### config.mk
export PLATFORM = sky130hd
export DESIGN_NAME = weighted_sum_tree_selector
export DESIGN_NICKNAME = d
export VERILOG_FILES = /design/src/hw/rtl/wst_pkg.sv /design/src/hw/rtl/wst_ram.sv /design/src/hw/rtl/wst_alu.sv /design/src/hw/rtl/weighted_sum_tree_selector.sv
export SDC_FILE = /design/constraint.sdc
export NUM_CORES = 2
export LEC_CHECK = 0
export BUFFER_PORTS_ARGS = -buffer_cell sky130_fd_sc_hd__buf_2
export CAP_MARGIN = 20
export CORE_MARGIN = 1.5
export CORE_UTILIZATION = 57
export DETAILED_ROUTE_END_ITERATION = 8
export PLACE_DENSITY = 0.76
export SYNTH_ARGS = -nofsm -noshare
export SYNTH_HDL_FRONTEND = slang
export SYNTH_SLANG_ARGS = --single-unit
### constraint.sdc
create_clock -name clk -period 7 [get_ports clk]
set_clock_uncertainty 0.2 [all_clocks]
set_input_delay 0.7 -clock clk [delete_from_list [all_inputs] [get_ports clk]]
set_output_delay 0.7 -clock clk [all_outputs]
set_load 0.1 [all_outputs]
### src/hw/rtl/wst_pkg.sv
// Types and constants of the weighted sum-tree selector.
// No dependencies; used by wst_alu, the top level and the checker.
`timescale 1ns / 1ps

package wst_pkg;

	// Field widths.
	localparam int NODE_W   = 29;
	localparam int WEIGHT_W = 23;
	localparam int SUM_W    = 30;
	localparam int RAW_W    = 16;
	localparam int RND_W    = 32;
	localparam int IDX_W    = 6;
	localparam int CMD_W    = 2;
	localparam int STATUS_W = 2;
	localparam int DIV_CNT_W = $clog2(RND_W);

	// The weight scale of one hundred is built as 64 + 32 + 4.
	localparam int SCALE_SH_A = 6;
	localparam int SCALE_SH_B = 5;
	localparam int SCALE_SH_C = 2;

	typedef enum logic [CMD_W-1:0] {
		CMD_CLEAR  = 2'd0,
		CMD_LOAD   = 2'd1,
		CMD_SELECT = 2'd2
	} cmd_t;

	typedef enum logic [STATUS_W-1:0] {
		ST_DONE     = 2'd0,
		ST_SELECTED = 2'd1,
		ST_EMPTY    = 2'd2
	} status_t;

	typedef enum logic {
		ALU_ADD,
		ALU_SUB
	} alu_op_t;

	typedef struct packed {
		alu_op_t            op;
		logic [SUM_W-1:0]   a;
		logic [SUM_W-1:0]   b;
	} alu_req_t;

	typedef struct packed {
		logic [SUM_W-1:0]   result;
		logic               borrow;
	} alu_rsp_t;

	typedef enum logic [4:0] {
		S_INIT,
		S_IDLE,
		S_CLEAR,
		S_MUL_HI,
		S_MUL_LO,
		S_OWN_RD,
		S_OWN_NODE,
		S_OWN_LEFT,
		S_OWN_RIGHT,
		S_CHK_OWN,
		S_CHK_TOTAL,
		S_PATH_RD,
		S_PATH_WR,
		S_DIV,
		S_DESC_LEFT,
		S_DESC_CMP_L,
		S_DESC_NODE,
		S_DESC_DIFF,
		S_DESC_CMP_R,
		S_FINISH
	} state_t;

endpackage

### src/hw/rtl/wst_ram.sv
// Generic simple dual-port RAM with one write port and a registered read port.
// No dependencies.
`timescale 1ns / 1ps

module wst_ram #(
	parameter int WIDTH = 29,
	parameter int DEPTH = 64
) (
	input  logic                     clk,
	input  logic                     we,
	input  logic [$clog2(DEPTH)-1:0] waddr,
	input  logic [WIDTH-1:0]         wdata,
	input  logic [$clog2(DEPTH)-1:0] raddr,
	output logic [WIDTH-1:0]         rdata
);

	logic [WIDTH-1:0] mem_q [DEPTH];

	// Write port and registered read port.
	always_ff @(posedge clk) begin
		if (we) begin
			mem_q[waddr] <= wdata;
		end
		rdata <= mem_q[raddr];
	end

endmodule

### src/hw/rtl/wst_alu.sv
// Shared add/subtract unit of the weighted sum-tree selector, with borrow out.
// Depends on wst_pkg.
`timescale 1ns / 1ps

module wst_alu (
	input  wst_pkg::alu_req_t req,
	output wst_pkg::alu_rsp_t rsp
);
	import wst_pkg::*;

	logic [SUM_W:0] diff;
	logic [SUM_W:0] total;

	// Both results are formed one bit wider so the borrow falls out of the top bit.
	assign diff  = {1'b0, req.a} - {1'b0, req.b};
	assign total = {1'b0, req.a} + {1'b0, req.b};

	always_comb begin
		rsp.borrow = diff[SUM_W];
		case (req.op)
			ALU_ADD: rsp.result = total[SUM_W-1:0];
			ALU_SUB: rsp.result = diff[SUM_W-1:0];
			default: rsp.result = total[SUM_W-1:0];
		endcase
	end

endmodule

### src/hw/rtl/weighted_sum_tree_selector.sv
// Top level of the weighted sum-tree selector: sequencer, tree RAM and shared adder.
// Depends on wst_pkg, wst_ram and wst_alu.
`timescale 1ns / 1ps

// Weighted selection without replacement over a sum tree of ENTRIES nodes held in
// one RAM. Commands are taken one at a time; cmd_stall is high while a command is
// in progress, and a finished result waits in the output register so the next
// command can be taken meanwhile. All arithmetic runs on one 30-bit adder, and
// the tree RAM reads one node per cycle, so these two set the timing. Clear writes
// every node in turn. Load scales the weight when scaling is on, then reads the
// entry's own weight from its node and children, checks the entry and the total
// for overflow and adds the weight along the path to the root. A select on an
// empty tree, the unused command code and a load past the last entry go straight
// to the result. Select reduces the random word modulo the total bit by bit,
// descends the tree to the chosen entry, reads its own weight and subtracts it
// along the path to the root. A command also waits in its last cycle while the
// previous result is still stalled in the output register. After reset the RAM
// is cleared, and no command is taken while it is.
module weighted_sum_tree_selector #(
	parameter int ENTRIES = 64
) (
	input  logic        clk,
	input  logic        arst_n,
	// Configuration register.
	input  logic        cfg_wen,
	input  logic        cfg_wdata,
	// Command channel.
	input  logic        cmd_valid,
	output logic        cmd_stall,
	input  logic [1:0]  cmd,
	input  logic [5:0]  entry_index,
	input  logic [15:0] weight_value,
	input  logic [31:0] random_word,
	// Result channel.
	output logic        res_valid,
	input  logic        res_stall,
	output logic [1:0]  status,
	output logic [5:0]  chosen_index,
	output logic [22:0] chosen_weight,
	output logic [28:0] remaining_total
);
	import wst_pkg::*;

	localparam int NIW = $clog2(ENTRIES);
	localparam int CW  = NIW + 2;

	state_t state_q, state_d;

	logic                 adjust_q;
	logic [NIW-1:0]       clr_q;
	logic                 res_valid_q;
	logic                 res_load;

	logic [CMD_W-1:0]     cmd_q;
	logic [NIW-1:0]       i_q;
	logic [NIW-1:0]       ch_q;
	logic [RAW_W-1:0]     raw_q;
	logic [WEIGHT_W-1:0]  w_q;
	logic [SUM_W-1:0]     tmp_q;
	logic [NODE_W-1:0]    s_q;
	logic [RND_W-1:0]     rnd_q;
	logic [DIV_CNT_W-1:0] cnt_q;
	logic [NODE_W-1:0]    total_q;
	status_t              st_q;

	status_t              res_status_q;
	logic [IDX_W-1:0]     res_index_q;
	logic [WEIGHT_W-1:0]  res_weight_q;
	logic [NODE_W-1:0]    res_total_q;

	logic                 ram_we;
	logic [NIW-1:0]       ram_waddr;
	logic [NODE_W-1:0]    ram_wdata;
	logic [NIW-1:0]       ram_raddr;
	logic [NODE_W-1:0]    ram_rdata;

	alu_req_t             alu_req;
	alu_rsp_t             alu_rsp;

	logic [CW-1:0]        left_n;
	logic [CW-1:0]        right_n;
	logic                 left_ok;
	logic                 right_ok;
	logic [NIW-1:0]       parent_n;
	logic                 in_range;
	logic                 clr_last;
	logic                 div_last;
	logic [SUM_W-1:0]     trial;
	logic [SUM_W-1:0]     raw_ext;

	// Tree storage.
	wst_ram #(
		.WIDTH(NODE_W),
		.DEPTH(ENTRIES)
	) u_tree (
		.clk  (clk),
		.we   (ram_we),
		.waddr(ram_waddr),
		.wdata(ram_wdata),
		.raddr(ram_raddr),
		.rdata(ram_rdata)
	);

	// Shared add/subtract unit.
	wst_alu u_alu (
		.req(alu_req),
		.rsp(alu_rsp)
	);

	// Child and parent positions of the current node.
	assign left_n   = {1'b0, i_q, 1'b1};
	assign right_n  = left_n + CW'(1);
	assign left_ok  = left_n < CW'(ENTRIES);
	assign right_ok = right_n < CW'(ENTRIES);
	assign parent_n = (i_q - NIW'(1)) >> 1;

	assign in_range = int'(entry_index) < ENTRIES;
	assign clr_last = clr_q == NIW'(ENTRIES - 1);
	assign div_last = cnt_q == DIV_CNT_W'(RND_W - 1);
	assign trial    = {s_q, rnd_q[RND_W-1]};
	assign raw_ext  = SUM_W'(raw_q);

	// State register, configuration register, clear counter and result-valid flag.
	always_ff @(posedge clk or negedge arst_n) begin
		if (!arst_n) begin
			state_q     <= S_INIT;
			adjust_q    <= 1'b1;
			clr_q       <= '0;
			res_valid_q <= 1'b0;
		end else begin
			state_q <= state_d;
			if (cfg_wen) begin
				adjust_q <= cfg_wdata;
			end
			if (state_q == S_INIT || state_q == S_CLEAR) begin
				clr_q <= clr_q + NIW'(1);
			end else begin
				clr_q <= '0;
			end
			if (res_load) begin
				res_valid_q <= 1'b1;
			end else if (!res_stall) begin
				res_valid_q <= 1'b0;
			end
		end
	end

	// Next state, RAM control and adder operands.
	always_comb begin
		state_d   = state_q;
		ram_we    = 1'b0;
		ram_waddr = i_q;
		ram_wdata = '0;
		ram_raddr = i_q;
		alu_req   = '{op: ALU_ADD, a: '0, b: '0};
		res_load  = 1'b0;
		case (state_q)
			S_INIT, S_CLEAR: begin
				ram_we    = 1'b1;
				ram_waddr = clr_q;
				if (clr_last) begin
					state_d = (state_q == S_INIT) ? S_IDLE : S_FINISH;
				end
			end
			S_IDLE: begin
				if (cmd_valid) begin
					case (cmd)
						CMD_CLEAR: state_d = S_CLEAR;
						CMD_LOAD: begin
							if (!in_range) begin
								state_d = S_FINISH;
							end else if (adjust_q && weight_value != '0) begin
								state_d = S_MUL_HI;
							end else begin
								state_d = S_OWN_RD;
							end
						end
						CMD_SELECT: state_d = (total_q == '0) ? S_FINISH : S_DIV;
						default: state_d = S_FINISH;
					endcase
				end
			end
			S_MUL_HI: begin
				alu_req = '{op: ALU_ADD, a: raw_ext << SCALE_SH_A, b: raw_ext << SCALE_SH_B};
				state_d = S_MUL_LO;
			end
			S_MUL_LO: begin
				alu_req = '{op: ALU_ADD, a: tmp_q, b: raw_ext << SCALE_SH_C};
				state_d = S_OWN_RD;
			end
			S_OWN_RD: begin
				state_d = S_OWN_NODE;
			end
			S_OWN_NODE: begin
				ram_raddr = left_n[NIW-1:0];
				state_d   = S_OWN_LEFT;
			end
			S_OWN_LEFT: begin
				alu_req   = '{op: ALU_SUB, a: tmp_q,
					b: left_ok ? SUM_W'(ram_rdata) : '0};
				ram_raddr = right_n[NIW-1:0];
				state_d   = S_OWN_RIGHT;
			end
			S_OWN_RIGHT: begin
				alu_req = '{op: ALU_SUB, a: tmp_q,
					b: right_ok ? SUM_W'(ram_rdata) : '0};
				state_d = (cmd_q == CMD_LOAD) ? S_CHK_OWN : S_PATH_RD;
			end
			S_CHK_OWN: begin
				alu_req = '{op: ALU_ADD, a: tmp_q, b: SUM_W'(w_q)};
				state_d = (alu_rsp.result[SUM_W-1:WEIGHT_W] != '0) ? S_FINISH : S_CHK_TOTAL;
			end
			S_CHK_TOTAL: begin
				alu_req = '{op: ALU_ADD, a: SUM_W'(total_q), b: SUM_W'(w_q)};
				state_d = alu_rsp.result[SUM_W-1] ? S_FINISH : S_PATH_RD;
			end
			S_PATH_RD: begin
				state_d = S_PATH_WR;
			end
			S_PATH_WR: begin
				alu_req = '{op: (cmd_q == CMD_LOAD) ? ALU_ADD : ALU_SUB,
					a: SUM_W'(ram_rdata), b: SUM_W'(w_q)};
				ram_we    = 1'b1;
				ram_wdata = alu_rsp.result[NODE_W-1:0];
				state_d   = (i_q == '0) ? S_FINISH : S_PATH_RD;
			end
			S_DIV: begin
				alu_req = '{op: ALU_SUB, a: trial, b: SUM_W'(total_q)};
				if (div_last) begin
					state_d = S_DESC_LEFT;
				end
			end
			S_DESC_LEFT: begin
				ram_raddr = left_n[NIW-1:0];
				state_d   = left_ok ? S_DESC_CMP_L : S_OWN_RD;
			end
			S_DESC_CMP_L: begin
				alu_req   = '{op: ALU_SUB, a: SUM_W'(s_q), b: SUM_W'(ram_rdata)};
				ram_raddr = right_n[NIW-1:0];
				if (alu_rsp.borrow) begin
					state_d = S_DESC_LEFT;
				end else if (right_ok) begin
					state_d = S_DESC_NODE;
				end else begin
					state_d = S_OWN_RD;
				end
			end
			S_DESC_NODE: begin
				state_d = S_DESC_DIFF;
			end
			S_DESC_DIFF: begin
				alu_req = '{op: ALU_SUB, a: SUM_W'(ram_rdata), b: tmp_q};
				state_d = S_DESC_CMP_R;
			end
			S_DESC_CMP_R: begin
				alu_req = '{op: ALU_SUB, a: SUM_W'(s_q), b: tmp_q};
				state_d = alu_rsp.borrow ? S_OWN_RD : S_DESC_LEFT;
			end
			S_FINISH: begin
				if (!res_valid_q || !res_stall) begin
					res_load = 1'b1;
					state_d  = S_IDLE;
				end
			end
			default: state_d = S_IDLE;
		endcase
	end

	// Working registers of the sequencer.
	always_ff @(posedge clk) begin
		case (state_q)
			S_INIT, S_CLEAR: begin
				total_q <= '0;
			end
			S_IDLE: begin
				cmd_q <= cmd;
				i_q   <= (cmd == CMD_SELECT) ? '0 : NIW'(entry_index);
				raw_q <= weight_value;
				w_q   <= (adjust_q && weight_value == '0) ? WEIGHT_W'(1)
					: WEIGHT_W'(weight_value);
				rnd_q <= random_word;
				s_q   <= '0;
				cnt_q <= '0;
				st_q  <= (cmd == CMD_SELECT && total_q == '0) ? ST_EMPTY : ST_DONE;
			end
			S_MUL_HI: begin
				tmp_q <= alu_rsp.result;
			end
			S_MUL_LO: begin
				w_q <= alu_rsp.result[WEIGHT_W-1:0];
			end
			S_OWN_NODE: begin
				tmp_q <= SUM_W'(ram_rdata);
			end
			S_OWN_LEFT: begin
				tmp_q <= alu_rsp.result;
			end
			S_OWN_RIGHT: begin
				tmp_q <= alu_rsp.result;
				if (cmd_q != CMD_LOAD) begin
					w_q  <= alu_rsp.result[WEIGHT_W-1:0];
					ch_q <= i_q;
					st_q <= ST_SELECTED;
				end
			end
			S_PATH_WR: begin
				i_q <= parent_n;
				if (i_q == '0) begin
					total_q <= alu_rsp.result[NODE_W-1:0];
				end
			end
			S_DIV: begin
				// One restoring step of the modulo per cycle.
				s_q   <= alu_rsp.borrow ? trial[NODE_W-1:0] : alu_rsp.result[NODE_W-1:0];
				rnd_q <= rnd_q << 1;
				cnt_q <= cnt_q + DIV_CNT_W'(1);
			end
			S_DESC_CMP_L: begin
				if (alu_rsp.borrow) begin
					i_q <= left_n[NIW-1:0];
				end
			end
			S_DESC_NODE: begin
				tmp_q <= SUM_W'(ram_rdata);
			end
			S_DESC_DIFF: begin
				tmp_q <= alu_rsp.result;
			end
			S_DESC_CMP_R: begin
				if (!alu_rsp.borrow) begin
					s_q <= alu_rsp.result[NODE_W-1:0];
					i_q <= right_n[NIW-1:0];
				end
			end
			default: begin
			end
		endcase
	end

	// Result register.
	always_ff @(posedge clk) begin
		if (res_load) begin
			res_status_q <= st_q;
			res_index_q  <= (st_q == ST_SELECTED) ? IDX_W'(ch_q) : '0;
			res_weight_q <= (st_q == ST_SELECTED) ? w_q : '0;
			res_total_q  <= total_q;
		end
	end

	assign cmd_stall       = state_q != S_IDLE;
	assign res_valid       = res_valid_q;
	assign status          = res_status_q;
	assign chosen_index    = res_index_q;
	assign chosen_weight   = res_weight_q;
	assign remaining_total = res_total_q;

endmodule

==> metrics.md <==
| Metric | Value |
|---|---|
| Status | `finished, final reports clean` |
| Final wirelength | `252000 um` |
| Die span in x | `402 um` |
| Slew Viols, Final | `0` |
| Core area | `0.158 mm2` |
| Root buffer cell | `clkbuf_16` |
| Register area share after synthesis | `70.3%` |
| Placer Congestion | `0.977` |
| Number of setup violations in the final report | `0` |
| Post-Syn Area per Cell | `14.5 um2` |
| RSZ-0062 raised after global routing | `no` |
| Post-CTS Setup Bufs | `0` |
| Final #Nets | `6584` |
| #FFs+latches synth | `2138` |
| Share of cells above drive strength 1 | `12.5%` |
| Mapped Area | `0.0908 mm2` |
| Fin Setup TNS | `0 ps` |
| Register area | `0.0638 mm2` |
| DR iter-0 viols | `8039` |
| Ports | `124` |
| Routed WL per cell | `29.0 um` |
| DRT antenna net count | `0` |
| Crit end category | `flop` |
| I/O Buffers | `123` |
| Worst IR Drop VDD | `0.439 mV` |
| GRT overflow | `0` |
| CTS clock-pin slew for the worst setup and hold paths | `60 ps` |
| Post-synth ARST share | `0.608%` |
| Pin count of the biggest net entering global routing | `145` |
| DRC | `0` |
| First-pass GRT wire length | `363000 um` |
| Router iterations before antenna repair | `9` |
| Syn-to-layout area delta | `13.0%` |
| Setup crit start kind | `flop` |
| Fmax achieved | `157 MHz` |
| H-tree Lvls | `4` |
| Power Total | `42.1 mW` |
| Cts bufs inserted | `204` |
| Synthesized Nets | `6402` |
| Multi-input gate area | `0.0254 mm2` |
| Leading cell type in the layout, fill and taps excluded | `edfxtp_1` |
| Post-Synthesis Cells | `6273` |
| Post-DP HPWL | `153000 um` |
| Leakage | `35.9 nW` |
| GRT Total Usage | `30.7%` |
| WP data required | `7360 ps` |
| Cell Pwr Density | `410 mW/mm2` |
| Num rows | `146` |
| Ys flop type | `edfxtp_1` |
| Final Util | `64.8%` |
| Kind of critical path | `reg2reg` |
| Post-layout minimum cycle time | `6350 ps` |
| Number of enable flip-flop cells after synthesis | `2096` |
| Clock net sink count | `2138` |
| Worst slew margin | `19.4%` |
| Starting Density | `57.4%` |
| Final Hold Viols | `0` |
| CTS tree | `done` |
| DR vias | `57264` |
| YS warnings | `0` |
| Worst Tran Pin Value | `1200 ps` |
| Max clock buf depth | `3` |
| Initial antenna violation count | `5` |
| Fin crit share | `90.8%` |
| Place WS | `887 ps` |
| Worst Slack Setup Final | `647 ps` |
| Critical path fanouts, max | `48` |
| Max_cap viols | `0` |
| Most frequent cells in the layout | `2096 x edfxtp_1, 822 x a211oi_1, 481 x nor2b_1` |
| Die footprint | `0.162 mm2` |
| Via count of the first global-routing pass | `54319` |
| Via density per instance | `6.58` |
| Worst hold path class | `in2async` |
| Synth cell types | `93` |
| Die H | `402 um` |
| Worst skew pair latency | `870 ps` |
| Fill count | `10875` |
| Critical path arrival | `6720 ps` |
[path summary, 6_finish.rpt]
kind	slack, ps	to	start	depth (start not counted)
setup / recovery	650	u_tree.mem_q[25][27]	state_q[0]	16
hold / removal	70	res_valid	arst_n	2
setup reg to reg	650	u_tree.mem_q[25][27]	state_q[0]	16
hold reg to reg	250	status[0]	st_q[0]	0
max in group asynchronous	6240	adjust_q	arst_n	2
min in group clk	240	state_q[1]	cmd_valid	4
[critical path, cell delays in order (launching register included)]
cell,delay (ps)
dfrtp_1,730
nor2_1,160
nand2_1,300
nand2_1,430
buf_4,330
buf_4,190
a222oi_1,390
nand3_1,200
ha_1,520
nor4_1,820
o311ai_0,360
a21o_1,250
a31oi_1,180
a211oi_2,80
xnor2_2,250
nor2_4,130
buf_4,460
[cell usage after synthesis, types with 22 or more instances]
library cell | count | area share [%]
nand2_1 | 385 | 1.6
dfxtp_1 | 29 | 0.64
nand3_1 | 35 | 0.19
a221o_1 | 22 | 0.24
a211oi_1 | 822 | 6.8
inv_1 | 65 | 0.27
mux2i_1 | 472 | 5.2
a311oi_1 | 29 | 0.28
ha_1 | 65 | 0.90
and3_1 | 23 | 0.16
nor2_1 | 227 | 0.94
buf_4 | 44 | 0.36
edfxtp_1 | 2096 | 69
a21oi_1 | 475 | 2.6
xnor2_1 | 31 | 0.30
a211o_1 | 61 | 0.59
a222oi_1 | 48 | 0.53
a31oi_1 | 38 | 0.26
clkbuf_1 | 290 | 1.2
nor2b_1 | 482 | 3.3
o21ai_0 | 93 | 0.51
and2_1 | 38 | 0.26
buf_2 | 90 | 0.50
[stage by stage]
stage | instances | hold slack (ps) | area (um2)
final | 8705 | 68.7 | 103000
after global routing | 8701 | 83.4 | 103000
after CTS | 8696 | 38.8 | 102000
after detailed placement | 8256 | 235 | 95100
after global placement | 8254 | 237 | 95000
after floorplan | 6273 | 204 | 90800
[what timing repair did]
item / 4_1_cts / 5_1_grt
setup endpoints to repair: 0 / 0
endpoints found under the hold margin: 80 / 0
hold buffers: 60 / 0
gates resized for setup: 0 / 0
[report_power, final]
part	leakage, nW	internal (mW)	switching (mW)
clock	3.30	6.41	4.76
sequential	20.5	15.0	0.812
combinational	12.1	4.45	10.6
total	35.9	25.9	16.2
[metal layers]
metal | vias up | wire (um) | global-route usage (%)
li1 | 24940 | - | -
met1 | 28510 | 99200 | 42.6
met2 | 3286 | 117000 | 48.2
met3 | 526 | 24800 | 5.56
met4 | 2 | 11200 | 13.1
met5 | - | 7 | 0
[cell type report]
class	instances	area share, %
inverter	66	0.242
multi-input combinational	3613	24.8
clock inverter	134	1.38
clock buffer	246	5.22
tap	2072	2.53
sequential	2138	62.3
timing repair buffer	432	3.54
antenna	4	0.00976
[registers in the layout, indices dropped and copies added (netlist names)]
register,cells
raw_q,16
status,2
w_q,23
res_valid,1
i_q,6
chosen_index,6
clr_q,6
tmp_q,30
ch_q,6
total_q,29
state_q,5
rnd_q,32
u_tree.rdata,29
chosen_weight,23
u_tree.mem_q,1856
st_q,2
s_q,29
cmd_q,2
cnt_q,5
remaining_total,29
adjust_q,1
[logic make-up after synthesis]
| family | Yosys count | synth area share, % |
|---|---|---|
| compound gates | 1736 | 13.3 |
| buf+inv | 522 | 2.53 |
| fa+ha+maj | 67 | 0.940 |
| xor+xnor | 44 | 0.433 |
| simple gates | 1291 | 7.24 |
| flops | 2138 | 70.3 |
| mux | 475 | 5.24 |
(Power assumes the default switching activity.)
